`src/hw/rtl/rfcab_pkg.sv`:
```
// shared types and constants of the rectangle fill / copy / blend blitter
`timescale 1ns / 1ps

package rfcab_pkg;

  // default sizes of the address and dimension counters
  localparam int unsigned ADDR_BITS_DEF = 20;
  localparam int unsigned DIM_BITS_DEF  = 10;

  // fixed field widths at the ports
  localparam int unsigned OUT_ADDR_W = 20;
  localparam int unsigned PIX_W      = 16;
  localparam int unsigned DIM_CFG_W  = 10;
  localparam int unsigned CFG_DATA_W = 20;
  localparam int unsigned CFG_IDX_W  = 3;

  // operating mode; the unused code behaves as copy
  typedef enum logic [1:0] {
    MODE_FILL  = 2'd0,
    MODE_COPY  = 2'd1,
    MODE_BLEND = 2'd2
  } mode_e;

  // register indexes of the configuration port
  typedef enum logic [CFG_IDX_W-1:0] {
    CFG_MODE        = 3'd0,
    CFG_DEST_STRIDE = 3'd1,
    CFG_DEST_ORIGIN = 3'd2,
    CFG_SRC_STRIDE  = 3'd3,
    CFG_SRC_ORIGIN  = 3'd4,
    CFG_RECT_WIDTH  = 3'd5,
    CFG_RECT_HEIGHT = 3'd6,
    CFG_FILL_COLOR  = 3'd7
  } cfg_idx_e;

  // configuration register file contents
  typedef struct packed {
    mode_e                  mode;
    logic [DIM_CFG_W-1:0]   dest_stride;
    logic [OUT_ADDR_W-1:0]  dest_origin;
    logic [DIM_CFG_W-1:0]   src_stride;
    logic [OUT_ADDR_W-1:0]  src_origin;
    logic [DIM_CFG_W-1:0]   rect_width;
    logic [DIM_CFG_W-1:0]   rect_height;
    logic [PIX_W-1:0]       fill_color;
  } cfg_t;

  // one input request: fetched source and old destination pixel
  typedef struct packed {
    logic [PIX_W-1:0] src_pixel;
    logic [PIX_W-1:0] old_dest_pixel;
  } in_t;

  // one result: write address and pixel, next fetch addresses, last mark
  typedef struct packed {
    logic [OUT_ADDR_W-1:0] write_address;
    logic [PIX_W-1:0]      write_pixel;
    logic [OUT_ADDR_W-1:0] next_src_address;
    logic [OUT_ADDR_W-1:0] next_dest_address;
    logic                  last_pixel;
  } out_t;

endpackage

```
`src/hw/rtl/rect_fill_copy_alpha_blit_unit.sv`:
```
// top level of the rectangle fill / copy / blend blitter
`timescale 1ns / 1ps

// The blitter walks a rect_width by rect_height rectangle in raster order and
// takes one request per pixel (the fetched source pixel and the old destination
// pixel), returning one result per request: the destination write address, the
// pixel to write, the source and destination addresses to fetch next, and a
// mark on the last pixel. It sustains one pixel per clock unless the output
// stalls; a result passes the input register, then the result register, with
// the walk counters and the pixel arithmetic each one register stage deep.
// Output back-pressure stalls both stages in place. Any configuration write
// restarts the walk at the programmed origins; write registers only while no
// request is in flight.

module rect_fill_copy_alpha_blit_unit #(
  parameter int unsigned ADDR_BITS = rfcab_pkg::ADDR_BITS_DEF,
  parameter int unsigned DIM_BITS  = rfcab_pkg::DIM_BITS_DEF
) (
  input  logic                             clk_i,
  input  logic                             rst_ni,
  input  logic                             in_valid_i,
  output logic                             in_ready_o,
  input  rfcab_pkg::in_t                   in_i,
  output logic                             out_valid_o,
  input  logic                             out_ready_i,
  output rfcab_pkg::out_t                  out_o,
  input  logic                             cfg_we_i,
  input  logic [rfcab_pkg::CFG_IDX_W-1:0]  cfg_idx_i,
  input  logic [rfcab_pkg::CFG_DATA_W-1:0] cfg_wdata_i
);

  rfcab_pkg::cfg_t      cfg;
  logic                 restart;
  logic                 accept, advance, load_out;
  logic                 s1_valid_q, s1_valid_d, out_valid_q, out_valid_d;
  rfcab_pkg::in_t       s1_pix_q;
  logic [ADDR_BITS-1:0] s1_waddr, s1_sbase, s1_dbase;
  logic [DIM_BITS-1:0]  s1_col;
  logic                 s1_last;

  // handshake: stage 1 moves on whenever the result register is free or drained
  assign advance    = !out_valid_q || out_ready_i;
  assign in_ready_o = !s1_valid_q || advance;
  assign accept     = in_valid_i && in_ready_o;
  assign load_out   = s1_valid_q && advance;

  always_comb begin
    s1_valid_d  = s1_valid_q;
    out_valid_d = out_valid_q;
    if (advance) begin
      out_valid_d = s1_valid_q;
      s1_valid_d  = 1'b0;
    end
    if (accept) begin
      s1_valid_d = 1'b1;
    end
  end

  always_ff @(posedge clk_i or negedge rst_ni) begin
    if (!rst_ni) begin
      s1_valid_q  <= 1'b0;
      out_valid_q <= 1'b0;
    end else begin
      s1_valid_q  <= s1_valid_d;
      out_valid_q <= out_valid_d;
    end
  end

  // input pixel register
  always_ff @(posedge clk_i) begin
    if (accept) begin
      s1_pix_q <= in_i;
    end
  end

  rfcab_cfg u_cfg (
    .clk_i       (clk_i),
    .rst_ni      (rst_ni),
    .cfg_we_i    (cfg_we_i),
    .cfg_idx_i   (cfg_idx_i),
    .cfg_wdata_i (cfg_wdata_i),
    .cfg_o       (cfg),
    .restart_o   (restart)
  );

  rfcab_walk #(
    .ADDR_BITS (ADDR_BITS),
    .DIM_BITS  (DIM_BITS)
  ) u_walk (
    .clk_i       (clk_i),
    .rst_ni      (rst_ni),
    .cfg_i       (cfg),
    .restart_i   (restart),
    .step_i      (accept),
    .waddr_o     (s1_waddr),
    .src_base_o  (s1_sbase),
    .dest_base_o (s1_dbase),
    .col_o       (s1_col),
    .last_o      (s1_last)
  );

  rfcab_out #(
    .ADDR_BITS (ADDR_BITS),
    .DIM_BITS  (DIM_BITS)
  ) u_out (
    .clk_i       (clk_i),
    .load_i      (load_out),
    .cfg_i       (cfg),
    .pix_i       (s1_pix_q),
    .waddr_i     (s1_waddr),
    .src_base_i  (s1_sbase),
    .dest_base_i (s1_dbase),
    .col_i       (s1_col),
    .last_i      (s1_last),
    .res_o       (out_o)
  );

  assign out_valid_o = out_valid_q;

endmodule

```
`src/hw/rtl/rfcab_cfg.sv`:
```
// configuration register file with restart pulse on every write
`timescale 1ns / 1ps

module rfcab_cfg (
  input  logic                                 clk_i,
  input  logic                                 rst_ni,
  input  logic                                 cfg_we_i,
  input  logic [rfcab_pkg::CFG_IDX_W-1:0]      cfg_idx_i,
  input  logic [rfcab_pkg::CFG_DATA_W-1:0]     cfg_wdata_i,
  output rfcab_pkg::cfg_t                      cfg_o,
  output logic                                 restart_o
);

  rfcab_pkg::cfg_t cfg_q, cfg_d;

  // register write decode
  always_comb begin
    cfg_d = cfg_q;
    if (cfg_we_i) begin
      unique case (rfcab_pkg::cfg_idx_e'(cfg_idx_i))
        rfcab_pkg::CFG_MODE: begin
          cfg_d.mode = rfcab_pkg::mode_e'(cfg_wdata_i[1:0]);
        end
        rfcab_pkg::CFG_DEST_STRIDE: begin
          cfg_d.dest_stride = cfg_wdata_i[rfcab_pkg::DIM_CFG_W-1:0];
        end
        rfcab_pkg::CFG_DEST_ORIGIN: begin
          cfg_d.dest_origin = cfg_wdata_i[rfcab_pkg::OUT_ADDR_W-1:0];
        end
        rfcab_pkg::CFG_SRC_STRIDE: begin
          cfg_d.src_stride = cfg_wdata_i[rfcab_pkg::DIM_CFG_W-1:0];
        end
        rfcab_pkg::CFG_SRC_ORIGIN: begin
          cfg_d.src_origin = cfg_wdata_i[rfcab_pkg::OUT_ADDR_W-1:0];
        end
        rfcab_pkg::CFG_RECT_WIDTH: begin
          cfg_d.rect_width = cfg_wdata_i[rfcab_pkg::DIM_CFG_W-1:0];
        end
        rfcab_pkg::CFG_RECT_HEIGHT: begin
          cfg_d.rect_height = cfg_wdata_i[rfcab_pkg::DIM_CFG_W-1:0];
        end
        rfcab_pkg::CFG_FILL_COLOR: begin
          cfg_d.fill_color = cfg_wdata_i[rfcab_pkg::PIX_W-1:0];
        end
        default: begin
          cfg_d = cfg_q;
        end
      endcase
    end
  end

  // register file, reset to a one-pixel fill at offset zero
  always_ff @(posedge clk_i or negedge rst_ni) begin
    if (!rst_ni) begin
      cfg_q.mode        <= rfcab_pkg::MODE_FILL;
      cfg_q.dest_stride <= rfcab_pkg::DIM_CFG_W'(1);
      cfg_q.dest_origin <= '0;
      cfg_q.src_stride  <= rfcab_pkg::DIM_CFG_W'(1);
      cfg_q.src_origin  <= '0;
      cfg_q.rect_width  <= rfcab_pkg::DIM_CFG_W'(1);
      cfg_q.rect_height <= rfcab_pkg::DIM_CFG_W'(1);
      cfg_q.fill_color  <= '0;
    end else begin
      cfg_q <= cfg_d;
    end
  end

  assign cfg_o     = cfg_q;
  // any write restarts the rectangle walk
  assign restart_o = cfg_we_i;

endmodule

```
`src/hw/rtl/rfcab_walk.sv`:
```
// raster walker: column / row counters, line bases and the stage-1 address record
`timescale 1ns / 1ps

module rfcab_walk #(
  parameter int unsigned ADDR_BITS = rfcab_pkg::ADDR_BITS_DEF,
  parameter int unsigned DIM_BITS  = rfcab_pkg::DIM_BITS_DEF
) (
  input  logic                  clk_i,
  input  logic                  rst_ni,
  input  rfcab_pkg::cfg_t       cfg_i,
  input  logic                  restart_i,
  input  logic                  step_i,
  output logic [ADDR_BITS-1:0]  waddr_o,
  output logic [ADDR_BITS-1:0]  src_base_o,
  output logic [ADDR_BITS-1:0]  dest_base_o,
  output logic [DIM_BITS-1:0]   col_o,
  output logic                  last_o
);

  localparam int unsigned CMP_W =
    (DIM_BITS + 1 > rfcab_pkg::DIM_CFG_W) ? DIM_BITS + 1 : rfcab_pkg::DIM_CFG_W;
  localparam int unsigned SUM_W = ((ADDR_BITS > DIM_BITS) ? ADDR_BITS : DIM_BITS) + 1;
  localparam int unsigned ORG_W =
    (ADDR_BITS > rfcab_pkg::OUT_ADDR_W) ? ADDR_BITS : rfcab_pkg::OUT_ADDR_W;

  logic [DIM_BITS-1:0]  col_q, col_d, row_q, row_d;
  logic [ADDR_BITS-1:0] dbase_q, dbase_d, sbase_q, sbase_d;
  logic                 restart_q;

  logic [DIM_BITS-1:0]  cur_col, cur_row;
  logic [ADDR_BITS-1:0] cur_dbase, cur_sbase, dorg, sorg;
  logic [ORG_W-1:0]     dorg_ext, sorg_ext;
  logic [CMP_W-1:0]     col_inc, row_inc;
  logic                 end_line, end_rect;
  logic [SUM_W-1:0]     waddr_sum;

  logic [ADDR_BITS-1:0] s1_waddr_q, s1_sbase_q, s1_dbase_q;
  logic [DIM_BITS-1:0]  s1_col_q;
  logic                 s1_last_q;

  // origins wrapped to the address width
  assign dorg_ext = ORG_W'(cfg_i.dest_origin);
  assign sorg_ext = ORG_W'(cfg_i.src_origin);
  assign dorg     = dorg_ext[ADDR_BITS-1:0];
  assign sorg     = sorg_ext[ADDR_BITS-1:0];

  // a pending restart makes the walk start from the origins
  assign cur_col   = restart_q ? '0 : col_q;
  assign cur_row   = restart_q ? '0 : row_q;
  assign cur_dbase = restart_q ? dorg : dbase_q;
  assign cur_sbase = restart_q ? sorg : sbase_q;

  // end of line and rectangle; a zero size behaves as one
  assign col_inc  = CMP_W'(cur_col) + CMP_W'(1);
  assign row_inc  = CMP_W'(cur_row) + CMP_W'(1);
  assign end_line = col_inc >= CMP_W'(cfg_i.rect_width);
  assign end_rect = end_line && (row_inc >= CMP_W'(cfg_i.rect_height));

  // destination write address of the current pixel
  assign waddr_sum = SUM_W'(cur_dbase) + SUM_W'(cur_col);

  // next walk position
  always_comb begin
    col_d   = col_inc[DIM_BITS-1:0];
    row_d   = cur_row;
    dbase_d = cur_dbase;
    sbase_d = cur_sbase;
    if (end_rect) begin
      col_d   = '0;
      row_d   = '0;
      dbase_d = dorg;
      sbase_d = sorg;
    end else if (end_line) begin
      col_d   = '0;
      row_d   = row_inc[DIM_BITS-1:0];
      dbase_d = cur_dbase + ADDR_BITS'(cfg_i.dest_stride);
      sbase_d = cur_sbase + ADDR_BITS'(cfg_i.src_stride);
    end
  end

  // walk state
  always_ff @(posedge clk_i or negedge rst_ni) begin
    if (!rst_ni) begin
      col_q     <= '0;
      row_q     <= '0;
      dbase_q   <= '0;
      sbase_q   <= '0;
      restart_q <= 1'b0;
    end else begin
      if (restart_i) begin
        restart_q <= 1'b1;
      end else if (step_i) begin
        restart_q <= 1'b0;
      end
      if (step_i) begin
        col_q   <= col_d;
        row_q   <= row_d;
        dbase_q <= dbase_d;
        sbase_q <= sbase_d;
      end
    end
  end

  // stage-1 address record of the accepted request
  always_ff @(posedge clk_i) begin
    if (step_i) begin
      s1_waddr_q <= waddr_sum[ADDR_BITS-1:0];
      s1_sbase_q <= sbase_d;
      s1_dbase_q <= dbase_d;
      s1_col_q   <= col_d;
      s1_last_q  <= end_rect;
    end
  end

  assign waddr_o     = s1_waddr_q;
  assign src_base_o  = s1_sbase_q;
  assign dest_base_o = s1_dbase_q;
  assign col_o       = s1_col_q;
  assign last_o      = s1_last_q;

endmodule

```
`src/hw/rtl/rfcab_out.sv`:
```
// pixel path (fill, copy, argb4444 over rgb565 blend) and result register
`timescale 1ns / 1ps

module rfcab_out #(
  parameter int unsigned ADDR_BITS = rfcab_pkg::ADDR_BITS_DEF,
  parameter int unsigned DIM_BITS  = rfcab_pkg::DIM_BITS_DEF
) (
  input  logic                  clk_i,
  input  logic                  load_i,
  input  rfcab_pkg::cfg_t       cfg_i,
  input  rfcab_pkg::in_t        pix_i,
  input  logic [ADDR_BITS-1:0]  waddr_i,
  input  logic [ADDR_BITS-1:0]  src_base_i,
  input  logic [ADDR_BITS-1:0]  dest_base_i,
  input  logic [DIM_BITS-1:0]   col_i,
  input  logic                  last_i,
  output rfcab_pkg::out_t       res_o
);

  localparam int unsigned SUM_W = ((ADDR_BITS > DIM_BITS) ? ADDR_BITS : DIM_BITS) + 1;
  localparam int unsigned ORG_W =
    (ADDR_BITS > rfcab_pkg::OUT_ADDR_W) ? ADDR_BITS : rfcab_pkg::OUT_ADDR_W;
  // x / 15 == (x * 2185) >> 15 for every x below 1024
  localparam int unsigned DIV15_MUL   = 2185;
  localparam int unsigned DIV15_SHIFT = 15;

  // divide a channel sum (at most 945) by 15
  function automatic logic [5:0] div15(input logic [9:0] x);
    logic [21:0] p;
    p = 22'(x) * 22'(DIV15_MUL);
    return p[DIV15_SHIFT+5:DIV15_SHIFT];
  endfunction

  // argb4444 source over rgb565 destination
  function automatic logic [15:0] blend_px(input logic [15:0] s, input logic [15:0] d);
    logic [3:0] a, na;
    logic [8:0] r_num, b_num;
    logic [9:0] g_num;
    logic [5:0] r, g, b;
    a     = s[15:12];
    na    = 4'hf - a;
    r_num = 9'({s[11:8], 1'b0}) * 9'(a) + 9'(d[15:11]) * 9'(na);
    g_num = 10'({s[7:4], 2'b00}) * 10'(a) + 10'(d[10:5]) * 10'(na);
    b_num = 9'({s[3:0], 1'b0}) * 9'(a) + 9'(d[4:0]) * 9'(na);
    r     = div15(10'(r_num));
    g     = div15(g_num);
    b     = div15(10'(b_num));
    return {r[4:0], g, b[4:0]};
  endfunction

  logic [SUM_W-1:0]     nsrc_sum, ndest_sum;
  logic [ADDR_BITS-1:0] nsrc, ndest;
  logic [ORG_W-1:0]     waddr_ext, nsrc_ext, ndest_ext;
  logic [15:0]          pix;
  rfcab_pkg::out_t      res_d, res_q;

  // next fetch addresses from the new line bases and column
  assign nsrc_sum  = SUM_W'(src_base_i) + SUM_W'(col_i);
  assign ndest_sum = SUM_W'(dest_base_i) + SUM_W'(col_i);
  assign nsrc      = nsrc_sum[ADDR_BITS-1:0];
  assign ndest     = ndest_sum[ADDR_BITS-1:0];
  assign waddr_ext = ORG_W'(waddr_i);
  assign nsrc_ext  = ORG_W'(nsrc);
  assign ndest_ext = ORG_W'(ndest);

  // pixel select by mode; the spare code copies
  always_comb begin
    unique case (cfg_i.mode)
      rfcab_pkg::MODE_FILL:  pix = cfg_i.fill_color;
      rfcab_pkg::MODE_BLEND: pix = blend_px(pix_i.src_pixel, pix_i.old_dest_pixel);
      default:               pix = pix_i.src_pixel;
    endcase
  end

  // result assembly
  always_comb begin
    res_d.write_address     = waddr_ext[rfcab_pkg::OUT_ADDR_W-1:0];
    res_d.write_pixel       = pix;
    res_d.next_src_address  = nsrc_ext[rfcab_pkg::OUT_ADDR_W-1:0];
    res_d.next_dest_address = ndest_ext[rfcab_pkg::OUT_ADDR_W-1:0];
    res_d.last_pixel        = last_i;
  end

  // result register
  always_ff @(posedge clk_i) begin
    if (load_i) begin
      res_q <= res_d;
    end
  end

  assign res_o = res_q;

endmodule

```
`config.mk`:
```
export PLATFORM = sky130hd
export DESIGN_NAME = rect_fill_copy_alpha_blit_unit
export DESIGN_NICKNAME = d
export VERILOG_FILES = /design/src/hw/rtl/rfcab_pkg.sv /design/src/hw/rtl/rect_fill_copy_alpha_blit_unit.sv /design/src/hw/rtl/rfcab_cfg.sv /design/src/hw/rtl/rfcab_walk.sv /design/src/hw/rtl/rfcab_out.sv
export SDC_FILE = /design/constraint.sdc
export NUM_CORES = 1
export LEC_CHECK = 0
export BUFFER_PORTS_ARGS = -buffer_cell sky130_fd_sc_hd__buf_4
export CAP_MARGIN = 20
export CELL_PAD_IN_SITES_DETAIL_PLACEMENT = 0
export CELL_PAD_IN_SITES_GLOBAL_PLACEMENT = 1
export CORE_ASPECT_RATIO = 0.75
export CORE_MARGIN = 2
export CORE_UTILIZATION = 50
export DETAILED_ROUTE_END_ITERATION = 10
export PLACE_DENSITY_LB_ADDON = 0.1
export SYNTH_ARGS = -nofsm -noshare
export SYNTH_HDL_FRONTEND = slang
export SYNTH_HIERARCHICAL = 1
export SYNTH_SLANG_ARGS = --single-unit
export TNS_END_PERCENT = 10
```
`constraint.sdc`:
```
create_clock -name clk_i -period 10.2 [get_ports clk_i]
set_input_delay 0.51 -clock clk_i [delete_from_list [all_inputs] [get_ports clk_i]]
set_output_delay 0.51 -clock clk_i [all_outputs]
set_load 0.02 [all_outputs]
```
# Word level (Yosys, flattened, before mapping)
# Index checks and enable logic that the tools add are counted.
[classes]
n_addsub = 11
n_mul = 9
order_cmp = 2
eq_ne = 8
muxes = 17
n_reduce_logical = 19
[ops]
columns = ["cell", "n"]
rows = [
  ["20-bit two-way mux", 6],
  ["20-bit by 10-bit adder with 20-bit output", 5],
  ["10-bit two-way mux", 6],
  ["9-bit by 12-bit multiplier with 20-bit output (second input constant)", 2],
  ["16-bit one-hot mux with 2 select lines", 1],
  ["4-bit by 4-bit multiplier with 8-bit output", 3],
  ["10-bit by 1-bit adder with 11-bit output (second input constant)", 2],
  ["11-bit by 10-bit >= comparator with 1-bit output", 2],
  ["10-bit by 12-bit multiplier with 21-bit output (second input constant)", 1],
  ["9-bit adder", 2],
  ["5-bit by 4-bit multiplier with 9-bit output", 2],
  ["2-bit AND reduction", 8],
  ["3-bit == test (second input constant)", 4],
  ["10-bit adder", 1],
  ["6-bit by 4-bit multiplier with 10-bit output", 1],
  ["3-bit by 2-bit == test with 1-bit output (second input constant)", 2],
  ["1-bit two-way mux", 4],
  ["2-bit nonzero test", 2],
  ["4-bit subtractor (first input constant)", 1],
  ["3-bit by 1-bit == test with 1-bit output (second input constant)", 1],
  ["1-bit logical AND", 3],
  ["3-bit logical NOT", 1],
  ["2-bit == test (second input constant)", 1],
  ["1-bit logical NOT", 2],
  ["2 further kinds", 3],
]
[word_totals]
regBits = 341
input_bits = 60
output_inout_bits = 79
elab_cells = 93

# Depth between registers and ports, before layout
[depth]
ltp_word = 6
ltp_mapped = 33
depth_no_buf = 32

# Modules after synthesis
# Netlist, hierarchy kept.
[by_module_without_submodules]
columns = ["module", "instances", "cells_each", "area_each_um2", "seq_area_each_um2"]
rows = [
  ["rfcab_out", 1, 993, 9919.5, 2312.2],
  ["rfcab_walk", 1, 991, 9380.2, 3658.5],
  ["rfcab_cfg", 1, 214, 3759.9, 2457.4],
  ["rect_fill_copy_alpha_blit_unit", 1, 40, 1064.8, 1011.0],
]

# Worst setup path after synthesis
# OpenSTA, ideal clock, no wires.
[synth_timing]
path_type = "register to register"
startpoint = "reg s1_pix_q[31] in the netlist's numbering"
endpoint = "reg u_out.res_q (netlist bit u_out/res_o[51]) (data pin)"
setup_time_ps = 264
t_arrival_ps = 6791
required_time_ps = 9936
setup_slack_ps = 3146
stages_incl_launch_ff = 34
path_buffers = 1
period_less_slack_ps = 7054
cell_sequence = "edfxtp_1 -> clkbuf_1 -> nand2_1 -> fa_1 -> inv_1 -> fa_1 -> ha_1 -> a21o_1 -> a21oi_1 -> xnor2_1 -> fa_1 -> inv_1 -> ha_1 -> o21ai_0 -> o21bai_1 -> a21oi_2 -> xnor2_2 -> xnor2_1 -> ha_1 -> inv_1 -> fa_1 -> inv_1 -> ha_1 -> inv_1 -> fa_1 -> inv_1 -> ha_1 -> nand3_1 -> nor2_1 -> a211oi_1 -> a32oi_2 -> a31o_2 -> xnor2_1 -> o21ai_1"
[synth_between]
elab_chain_cells = 5
word_cells_on_any_way = 6
classes_between = "add/sub: 2; mul: 3; mux: 1"
[synth_rtl]
columns = ["element", "line", "source"]
rows = [
  ["from (decl)", "rect_fill_copy_alpha_blit_unit.sv:36", "rfcab_pkg::in_t s1_pix_q;"],
  ["from (signal assigned)", "rect_fill_copy_alpha_blit_unit.sv:72", "s1_pix_q <= in_i;"],
  ["4-bit subtractor", "rfcab_out.sv:41", "na = 4'hf - a;"],
  ["6-bit by 4-bit multiplier with 10-bit output", "rfcab_out.sv:43", "g_num = 10'({s[7:4], 2'b00}) * 10'(a) + 10'(d[10:5]) * 10'(na);"],
  ["10-bit adder *", "rfcab_out.sv:43", ""],
  ["10-bit by 12-bit multiplier with 21-bit output *", "rfcab_out.sv:30", "p = 22'(x) * 22'(DIV15_MUL);"],
  ["16-bit one-hot mux with 2 select lines *", "rfcab_out.sv:68", "unique case (cfg_i.mode)"],
  ["named net u_out.pix[10]", "rfcab_out.sv:54", "logic [15:0] pix;"],
  ["to (signal assigned)", "rfcab_out.sv:87", "res_q <= res_d;"],
  ["to (decl)", "rfcab_out.sv:55", "rfcab_pkg::out_t res_d, res_q;"],
]
# The timed path passes the listed nets; every way through them passes the cells marked *.
# A chain may end at the register's enable or synchronous reset.

# Worst setup path after layout
[layout_timing]
startpoint = "reg s1_pix_q[30] in the netlist's numbering"
endpoint = "reg u_out.res_q (netlist bit u_out/res_o[51]) (data pin)"
# Same word-level chain as after synthesis.

==> flow_summary.ini <==
[route]
final_antenna_net_count = 0
remaining_drc_errors = 0
vias_per_cell = 5.68
detail_route.iter0.violations = 1513
vias = 17200
drt_pre_antenna_iters = 5
wl_mm = 60.7
wl_per_cell_um = 20.1

[floorplan]
die_h_um = 194
die_area_um2 = 50000
coreArea_um2 = 47500
num_rows = 69
initial_cell_density_of_the_core_pct = 50.8
die_x_um = 258
io_pins = 139

[logic_synthesis]
synth_top_family_by_area = adder cells
synthXorXnorAreaFrac_pct = 5.28
yosys.area_share.adder_pct = 19.0
syn-cell-area_um2 = 24100
postSynthRegisterBits = 341
synthCells = 2238
synth_compound_gate_area_share_pct = 11.2
synth_simple_gate_area_share_pct = 12.3
synth-edff-count = 180
synthArstFlopShare_pct = 47.2
synthesis.nets = 2620
dominantRegCellSynth = edfxtp_1
synth_area_per_cell_um2 = 10.8
synth.yosys.seq_area_share_pct = 39.1
yosysWarnings = 6
post_synthesis_cell_type_count = 104
post_synth_mux_area_share_pct = 8.24

[cts]
cts_buffer_depth = 3
cts-root-buf = clkbuf_16
cts.hold.buffers_added = 0
postCtsResizedCells = 0
cts_buffers = 39
clkSlewWorstSetupHoldPaths_ns = 0.06
clock-sinks = 341
tritoncts = built
cts.htree.levels = 2
cts.repair_timing.setup_buffer_count = 0
insertion_delay_to_the_later_sink_of_the_worst_skew_pair_ns = 0.58

[global_routing]
grt_overflow_total = 0
grt_usage_pct = 24.7
antenna_found_initial = 3
grt_pass1_vias = 17300
grt_first_pass_wirelength_mm = 97.3
grt_start_max_net_pins = 86

[critical_path]
critPathMaxFanout = 29
dominant_cell_type_by_count_on_the_critical_path = inv_1
cp_data_arrival_time_ns = 8.03
startpoint_type = register
critPathSlowestCell = fa_1
worstSetupPathType = register to register
worst_ep_required_time_ns = 10.50
worst-path-buf-inv = 7
cp_top_family = adder cells
cp-end-kind = register
slowest_delay_ns = 0.52

[timing]
hold_viol_final = 0
final-setup-viol-count = 0
timing.slew.headroom_pct = 28.5
timing.fmax_ghz = 0.129
grt_setup_unrepaired = no
timing.hold.ws_ns = 0.00200
worstMarginPinSlew_ns = 1.07
timing.final.crit_share_pct = 75.9
layout_min_cycle_time_ns = 7.74
totalNegativeSetupSlack_ns = 0
slew_viol_final = 0
fin_worst_skew_ns = 0.0301

[status]
outcome = complete, no violations

[final_layout]
area.growth.synth_to_final_pct = 12.2
nets = 2734
drive_gt1_share_pct = 17.8
final_cell_mix = ha_1, inv_1, edfxtp_1
most_common_library_cell_in_the_layout_ignoring_fill_and_taps = ha_1

[placement]
gp_congestion = 0.866
buffer_ports.inserted = 138
dp.final_hpwl_mm = 44.2

[power_and_ir_drop]
max-vdd-ir-drop_uv = 350
power-per-cell-area_nw_per_um2 = 302
power_leakage_nw = 12.1

[run]
maxCapViolCount = 0

[worst_hold_path]
min_path_type = input pin to async pin
[metal layers]
metal,wire [um],GRT usage (%),vias up
li1,-,-,8165
met1,31200,38.3,8582
met2,25800,36.6,378
met3,2680,2.94,63
met4,1060,5.63,0
met5,0,0,-
[synthesized netlist by cell type, drive strengths merged (6+ instances only)]
| library cell | instances | area [um2] |
|---|---|---|
| ha | 249 | 3120 |
| inv | 210 | 788 |
| edfxtp | 180 | 5410 |
| dfrtp | 157 | 3930 |
| mux2 | 156 | 1770 |
| nand2 | 145 | 544 |
| a21oi | 125 | 629 |
| xnor2 | 97 | 857 |
| nor2 | 94 | 355 |
| o21ai | 87 | 439 |
| fa | 73 | 1460 |
| nor2b | 63 | 394 |
| clkbuf | 57 | 214 |
| nand3 | 52 | 265 |
| xor2 | 45 | 394 |
| nand2b | 41 | 267 |
| and2 | 36 | 230 |
| a21o | 27 | 203 |
| buf | 25 | 176 |
| a31oi | 24 | 150 |
| nor3 | 24 | 125 |
| mux2i | 22 | 220 |
| and3 | 18 | 113 |
| a211oi | 17 | 143 |
| nand4 | 17 | 128 |
| o21bai | 16 | 120 |
| or3 | 14 | 92.6 |
| a22oi | 11 | 82.6 |
| nand3b | 11 | 133 |
| o21a | 9 | 67.6 |
| o22ai | 9 | 68.8 |
| a211o | 8 | 70.1 |
| o211ai | 8 | 60.1 |
| o2111ai | 7 | 61.3 |
| o221ai | 7 | 61.3 |
| nor3b | 6 | 45.0 |
| o31ai | 6 | 50.1 |
| or2 | 6 | 37.5 |
[cell families after synthesis]
group	after synthesis
flops	341
mux	178
fa+ha+maj	322
compound gates	409
simple gates	551
buf+inv	294
xor+xnor	143
[power breakdown]
group | total, mW | switching (mW) | internal, mW
logic | 4.73 | 2.65 | 2.07
clock network | 1.42 | 0.589 | 0.829
registers | 2.02 | 0.221 | 1.80
total | 8.16 | 3.46 | 4.70
[stage by stage]
stage / area (um2) / setup WS, ns / total power, mW / utilization, % / cells
after floorplan: 24100 / 3.15 / 5.54 / - / 2238
after global placement: 25700 / 2.72 / 6.59 / 54.2 / 2949
after detailed placement: 25700 / 2.51 / 6.73 / 54.2 / 2949
after CTS: 27000 / 2.46 / 8.20 / 56.9 / 3021
after global routing: 27100 / 2.03 / 9.03 / 57.0 / 3026
final: 27100 / 2.46 / 8.16 / 57.0 / 3026
[sequential cells by signal, summed over array words and instances, names as in the netlist, 10 cells and up]
signal and count:
s1_pix_q 32, u_walk/src_base_o 20, u_walk/col_q 10, u_walk/col_o 10, u_walk/sbase_q 20, u_walk/dbase_q 20, u_out/res_o 77, u_walk/row_q 10
u_cfg/cfg_o 98, u_walk/dest_base_o 20, u_walk/waddr_o 20
[worst paths after layout]
kind | depth (start not counted) | endpoint | slack [ns] | start
max | 33 | u_out/res_o[51] | 2.46 | s1_pix_q[30]
max in group asynchronous | 3 | u_cfg/cfg_o[86] | 8.92 | rst_ni
min reg2reg | 0 | u_out/res_o[69] | 0.41 | u_walk/waddr_o[12]
min in group clk_i | 1 | s1_pix_q[9] | 0.11 | in_i[9]
max reg2reg | 33 | u_out/res_o[51] | 2.46 | s1_pix_q[30]
min | 1 | u_walk/dbase_q[17] | 0.002 | rst_ni
[final cells by class]
type	count	area [um2]
Fill cell	4182	20400
Multi-Input combinational cell	1603	13500
Sequential cell	341	9440
Timing Repair Buffer	155	1190
Clock buffer	61	1180
Tap cell	639	800
Inverter	212	796
Clock inverter	11	121
Antenna cell	4	10.0
(Power assumes the default switching activity.)
